### src/hw/rtl/lpfs_pkg.sv
package lpfs_pkg;

    // geometry of the page frame stack
    localparam int FRAMES    = 8;
    localparam int PAGE_BITS = 16;

    // fixed field widths
    localparam int CFG_W   = 4;
    localparam int DEPTH_W = 3;
    localparam int OCC_W   = 4;
    localparam int EPAGE_W = 16;
    localparam int IN_W    = 16;
    localparam int OUT_W   = 32;

    // derived widths
    localparam int CNT_W = $clog2(FRAMES + 1);
    localparam int IDX_W = (FRAMES > 1) ? $clog2(FRAMES) : 1;
    localparam int CMP_W = (CNT_W > CFG_W) ? CNT_W : CFG_W;

    // configuration register indexes (word address bit)
    localparam logic REG_FRAMES_IN_USE = 1'b0;
    localparam logic [CFG_W-1:0] FRAMES_IN_USE_RESET = CFG_W'(8);

    typedef logic [PAGE_BITS-1:0] page_t;

    // control handed to each cell
    typedef struct packed {
        logic en;     // item accepted this cycle
        logic valid;  // cell lies below occupancy
        logic seen;   // a shallower cell already matched
    } lpfs_cell_ctl_t;

    // status returned by each cell
    typedef struct packed {
        logic seen;   // match here or in a shallower cell
        logic first;  // this cell holds the first match
    } lpfs_cell_stat_t;

endpackage

### src/hw/rtl/lpfs_cell.sv
module lpfs_cell
(
    input  logic                     clk,
    input  lpfs_pkg::page_t          page,       // referenced page
    input  lpfs_pkg::page_t          prev_page,  // entry of the shallower neighbor
    input  lpfs_pkg::lpfs_cell_ctl_t ctl,
    output lpfs_pkg::page_t          data,
    output lpfs_pkg::lpfs_cell_stat_t stat
);

    lpfs_pkg::page_t data_reg;
    logic            match;

    // compare against the referenced page
    assign match      = ctl.valid && (data_reg == page);
    assign stat.seen  = ctl.seen | match;
    assign stat.first = match & ~ctl.seen;
    assign data       = data_reg;

    // shift down from the neighbor unless the hit lies shallower
    always_ff @(posedge clk)
    begin
        if (ctl.en && !ctl.seen)
        begin
            data_reg <= prev_page;
        end
    end

endmodule

### src/hw/rtl/lru_page_frame_stack.sv
// LRU page frame stack: each input item carries one page reference and
// yields exactly one result item, registered on the output when the item
// is accepted. One item per cycle is taken as long as the result
// side keeps up; while a result waits, input stalls. The stack is a row of
// FRAMES cells, most recent first; every cell compares its page with the
// reference in parallel and a hit or miss shifts the shallower entries down
// one place in the same cycle. frames_in_use (address 0) limits occupancy;
// 0 acts as 1 and values above FRAMES act as FRAMES. Lowering it below the
// occupancy cuts the stack on the next miss. Stack contents need no clearing
// after reset; only entries below the occupancy are ever compared.
module lru_page_frame_stack
(
    input  logic        clk,
    input  logic        rst_n,
    // apb configuration port
    input  logic        psel,
    input  logic        penable,
    input  logic        pwrite,
    input  logic [2:0]  paddr,
    input  logic [31:0] pwdata,
    output logic [31:0] prdata,
    output logic        pready,
    // reference stream
    input  logic        s_tvalid,
    output logic        s_tready,
    input  logic [15:0] s_tdata,   // [15:0] page_number
    // result stream
    output logic        m_tvalid,
    input  logic        m_tready,
    output logic [31:0] m_tdata    // [0] hit, [3:1] hit_depth, [4] evicted,
                                   // [20:5] evicted_page, [24:21] occupancy
);

    localparam int F  = lpfs_pkg::FRAMES;
    localparam int CW = lpfs_pkg::CNT_W;
    localparam int IW = lpfs_pkg::IDX_W;
    localparam int MW = lpfs_pkg::CMP_W;

    logic [lpfs_pkg::CFG_W-1:0] frames_reg;
    logic [CW-1:0]              count_reg;
    logic [CW-1:0]              count_next;
    logic                       out_valid_reg;
    logic [lpfs_pkg::OUT_W-1:0] out_data_reg;
    logic [lpfs_pkg::OUT_W-1:0] out_data_next;

    logic [CW-1:0]    limit;
    logic [MW-1:0]    cfg_ext;
    logic             accept;
    logic             hit;
    logic             full;
    logic [IW-1:0]    depth;
    logic [IW-1:0]    lim_idx;
    lpfs_pkg::page_t  page;
    lpfs_pkg::page_t  ev_page;

    lpfs_pkg::page_t          cell_data [F];
    lpfs_pkg::lpfs_cell_ctl_t cell_ctl  [F];
    lpfs_pkg::lpfs_cell_stat_t cell_stat [F];

    // configuration register
    assign pready = 1'b1;

    always_ff @(posedge clk or negedge rst_n)
    begin
        if (!rst_n)
        begin
            frames_reg <= lpfs_pkg::FRAMES_IN_USE_RESET;
        end
        else if (psel && penable && pwrite && pready
                 && (paddr[2] == lpfs_pkg::REG_FRAMES_IN_USE))
        begin
            frames_reg <= pwdata[lpfs_pkg::CFG_W-1:0];
        end
    end

    always_comb
    begin
        prdata = '0;
        if (paddr[2] == lpfs_pkg::REG_FRAMES_IN_USE)
        begin
            prdata[lpfs_pkg::CFG_W-1:0] = frames_reg;
        end
    end

    // effective frame limit
    assign cfg_ext = MW'(frames_reg);

    always_comb
    begin
        if (cfg_ext == '0)
        begin
            limit = CW'(1);
        end
        else if (cfg_ext > MW'(F))
        begin
            limit = CW'(F);
        end
        else
        begin
            limit = CW'(cfg_ext);
        end
    end

    // handshake
    assign accept   = s_tvalid && s_tready;
    assign s_tready = !out_valid_reg || m_tready;
    assign page     = lpfs_pkg::PAGE_BITS'(s_tdata);

    // row of cells
    for (genvar i = 0; i < F; i++)
    begin : g_cell
        assign cell_ctl[i].en    = accept;
        assign cell_ctl[i].valid = (CW'(i) < count_reg);
        if (i == 0)
        begin : g_head
            assign cell_ctl[i].seen = 1'b0;
            lpfs_cell u_cell
            (
                .clk       (clk),
                .page      (page),
                .prev_page (page),
                .ctl       (cell_ctl[i]),
                .data      (cell_data[i]),
                .stat      (cell_stat[i])
            );
        end
        else
        begin : g_body
            assign cell_ctl[i].seen = cell_stat[i-1].seen;
            lpfs_cell u_cell
            (
                .clk       (clk),
                .page      (page),
                .prev_page (cell_data[i-1]),
                .ctl       (cell_ctl[i]),
                .data      (cell_data[i]),
                .stat      (cell_stat[i])
            );
        end
    end

    // hit position and eviction
    assign hit     = cell_stat[F-1].seen;
    assign full    = (count_reg >= limit);
    assign lim_idx = IW'(limit - CW'(1));
    assign ev_page = cell_data[lim_idx];

    always_comb
    begin
        depth = '0;
        for (int i = 0; i < F; i++)
        begin
            if (cell_stat[i].first)
            begin
                depth = depth | IW'(i);
            end
        end
    end

    // next occupancy
    always_comb
    begin
        if (hit)
        begin
            count_next = count_reg;
        end
        else if (full)
        begin
            count_next = limit;
        end
        else
        begin
            count_next = count_reg + CW'(1);
        end
    end

    // result packing
    always_comb
    begin
        out_data_next        = '0;
        out_data_next[0]     = hit;
        out_data_next[3:1]   = hit ? lpfs_pkg::DEPTH_W'(depth) : '0;
        out_data_next[4]     = !hit && full;
        out_data_next[20:5]  = (!hit && full) ? lpfs_pkg::EPAGE_W'(ev_page) : '0;
        out_data_next[24:21] = lpfs_pkg::OCC_W'(count_next);
    end

    // occupancy and output register
    always_ff @(posedge clk or negedge rst_n)
    begin
        if (!rst_n)
        begin
            count_reg     <= '0;
            out_valid_reg <= 1'b0;
        end
        else
        begin
            if (accept)
            begin
                count_reg     <= count_next;
                out_valid_reg <= 1'b1;
            end
            else if (m_tready)
            begin
                out_valid_reg <= 1'b0;
            end
        end
    end

    always_ff @(posedge clk)
    begin
        if (accept)
        begin
            out_data_reg <= out_data_next;
        end
    end

    assign m_tvalid = out_valid_reg;
    assign m_tdata  = out_data_reg;

endmodule

### config.mk
export PLATFORM = sky130hd
export DESIGN_NAME = lru_page_frame_stack
export DESIGN_NICKNAME = d
export VERILOG_FILES = /design/src/hw/rtl/lpfs_pkg.sv /design/src/hw/rtl/lpfs_cell.sv /design/src/hw/rtl/lru_page_frame_stack.sv
export SDC_FILE = /design/constraint.sdc
export NUM_CORES = 1
export LEC_CHECK = 0
export ABC_AREA = 1
export BUFFER_PORTS_ARGS = -buffer_cell sky130_fd_sc_hd__buf_2
export CAP_MARGIN = 40
export CORE_ASPECT_RATIO = 2
export CORE_MARGIN = 3
export CORE_UTILIZATION = 30
export CTS_BUF_LIST = sky130_fd_sc_hd__clkbuf_2 sky130_fd_sc_hd__clkbuf_4 sky130_fd_sc_hd__clkbuf_8
export CTS_CLUSTER_DIAMETER = 40
export DETAILED_ROUTE_END_ITERATION = 12
export PLACE_DENSITY_LB_ADDON = 0.3
export SLEW_MARGIN = 5
export SYNTH_ARGS = -nofsm -noshare
export SYNTH_HDL_FRONTEND = slang
export SYNTH_HIERARCHICAL = 1
export SYNTH_SLANG_ARGS = --single-unit
export TNS_END_PERCENT = 50
### constraint.sdc
create_clock -name clk -period 6.04 [get_ports clk]
set_input_delay 1.208 -clock clk [delete_from_list [all_inputs] [get_ports clk]]
set_output_delay 1.208 -clock clk [all_outputs]
set_load 0.02 [all_outputs]
==> run summary <==
The flow ran to the end, and the final reports show no timing, DRC or antenna violations. Yosys printed 6 warnings. The number of nets in the final layout is 1440. The detailed-route wire length per cell is 13.3 µm.

The register area came out at 0.00482 mm². The die width is 135 µm. The buffering stage count on the worst path with inverters included came out at 11. After clock tree synthesis, the clock-pin slew on the worst setup and hold paths is 0.08 ns. The worst setup path is launched from a primary input.

The net switching power came out at 1170 µW. The TritonCTS sink count is 162. The total wire length is 24.1 mm.

In the finished design, the share of the clock period the worst path needs comes to 69.9%. The highest ir drop seen on vdd came out at 140 µV. The area enclosed by the die boundary came out at 0.0355 mm². The count of filler cells inserted in the layout is 3395. The starting utilization of the core area came out at 30.7%. The number of levels in the clock H-tree is 4. The number of buffers inserted by hold repair at cts came out at 0. The clock tree from TritonCTS is done. The final-report hold violation count was 0. By startpoint and endpoint, the worst setup path is classified as in2reg. Cell internal power was estimated by the tool at 2060 µW. In this run, post-CTS repair resized a total of 0 instances. The first-iteration detailed-routing DRC count is 451. The post-synthesis instance area is 0.00995 mm². The number of post-CTS setup repair buffers came out at 0. The initial antenna violation count is 3. The count of boundary I/O pins came out at 125. Cells fill 33.9% of the core in the end. The mean instance size in the synthesized netlist is 7.60 µm². On the worst path, the slowest cell contributes a delay of 0.34 ns.

The global-route wire length before repair came out at 38.3 mm. The vertical die dimension is 264 µm. The post-detailed-route DRC marker count came out at 0. The proportion of power drawn by combinational gates came out at 30.8%. Of the total power, the clock network draws 25.8%. The worst pin sits at a relative slew slack of 54.0%. The static power due to leakage came out at 0.00552 µW. During placement, the flow inserted port buffers numbering 58. The top cell types in the final layout, fill and taps aside, are sky130_fd_sc_hd__nand2_1, sky130_fd_sc_hd__inv_1, sky130_fd_sc_hd__edfxtp_1, sky130_fd_sc_hd__nor2_1, sky130_fd_sc_hd__nand3_1. The most numerous cell type found on the critical path is sky130_fd_sc_hd__nand2_1.

In this run the remaining antenna-violating nets after routing total 0. Entering global routing, the biggest net connects 75 pins. The proportion of power drawn by flip-flops and latches came out at 43.4%. The count of TritonRoute iterations in the first routing pass is 5. The routability-driven placement congestion ratio came out at 0.786. The cell area power density came out at 294 mW/mm². The arrival time of data at the critical path endpoint is 4.43 ns. The number of instances in the synthesized netlist is 1309. The setup total negative slack is 0 ns. The via count of the first global-routing pass is 7435. The fraction of layout instances using a drive strength above 1 came out at 11.0%. Net switching is 36.2% of the power. The number of vias in the routed layout came out at 7601.

In this design, the largest share of critical-path delay is due to simple AND/OR/NAND/NOR gates. The clock period minus final worst setup slack came out at 4.22 ns. In this run the worst hold path is classified as reg2reg. The root buffer cell chosen for the clock tree is sky130_fd_sc_hd__clkbuf_8. The post-synthesis to final-layout area growth is 10.5%. The total number of placement rows is 93. The largest buffer count on any clock path is 2.

The half-perimeter wire length after placement is 18.3 mm. The worst setup path is captured at a register. The number of clock buffers inserted by TritonCTS is 17.

The final number of setup-violating endpoints is 0. Clock latency on the worst-skew pair, taken at its later pin, is 0.47 ns. The tool flagged a number of max-cap violations equal to 0.

Among all stages on the critical path, the largest delay is contributed by sky130_fd_sc_hd__clkinv_1. In this run the worst path has a maximum fanout of 17. Setup repair after global routing left no endpoint under its margin. The total area inside the core boundary comes to 0.0325 mm². For the worst setup path, the data required time is 6.25 ns.

The fmax is 0.237 GHz. The remaining global-route overflow is 0. Using the TritonRoute via totals, the vias-per-cell ratio works out to 4.18. The total area of multi-input combinational cells is 0.00376 mm². The total routing resource utilization after global routing came out at 13.9%.

For the pin with the worst max-slew slack, the measured transition is 0.689 ns. The library cell used most frequently in the layout, excluding fill and tap cells, is sky130_fd_sc_hd__nand2_1. The setup clock skew after layout is 0.0206 ns.

The flip-flop count of the largest register after layout came out at 112. The number of pins exceeding their max-slew limit in the final report is 0.
through the flow:
stage	instance area, µm²	setup slack, ns	total power [µW]	hold slack (ns)	cells
after floorplan	10100	2.40	2160	0.440	1345
after global placement	10600	1.27	2420	0.456	1781
after detailed placement	10600	1.28	2440	0.459	1783
after CTS	11000	1.80	3280	0.479	1814
after global routing	11000	1.30	3460	0.495	1817
final	11000	1.82	3230	0.476	1817
worst paths after layout:
check                                                     start                               to  slack (ns)  depth (start not counted)
min in group asynchronous                                 rst_n                     count_reg[0]        0.57                          1
worst min register to register  g_cell[0].g_head.u_cell/data[0]  g_cell[1].g_body.u_cell/data[0]        0.48                          0
worst min-delay path            g_cell[0].g_head.u_cell/data[0]  g_cell[1].g_body.u_cell/data[0]        0.48                          0
max in group asynchronous                                 rst_n                       cfg_ext[3]        5.21                          1
worst max register to register                     count_reg[0]                      m_tdata[10]        2.04                         28
worst max-delay path                                 s_tdata[1]                      m_tdata[10]        1.82                         28
power groups by stage:
stage	Clock [µW]	Combinational, µW	Sequential [µW]
2_1_floorplan	0	707	1450
3_3_place_gp	0	993	1430
3_5_place_dp	0	1010	1430
4_1_cts	859	1020	1400
5_1_grt	904	1140	1420
6_report	833	997	1400
layer usage:
| layer | part of all wire (%) | GRT usage (%) | routed length [µm] |
|---|---|---|---|
| met1 | 36 | 13.8 | 8640 |
| met2 | 58 | 27.9 | 14100 |
| met3 | 2.9 | 2.08 | 689 |
| met4 | 2.8 | 5.79 | 680 |
| met5 | 0 | 0 | 0 |
cell type report:
class	count	share of cell area, %
Multi-Input combinational cell	836	34.1
Timing Repair Buffer	71	3.74
Antenna cell	3	0.0682
Clock buffer	20	2.33
Sequential cell	162	43.8
Tap cell	427	4.86
Inverter	287	9.79
Clock inverter	11	1.25
(Power assumes the default switching activity.)
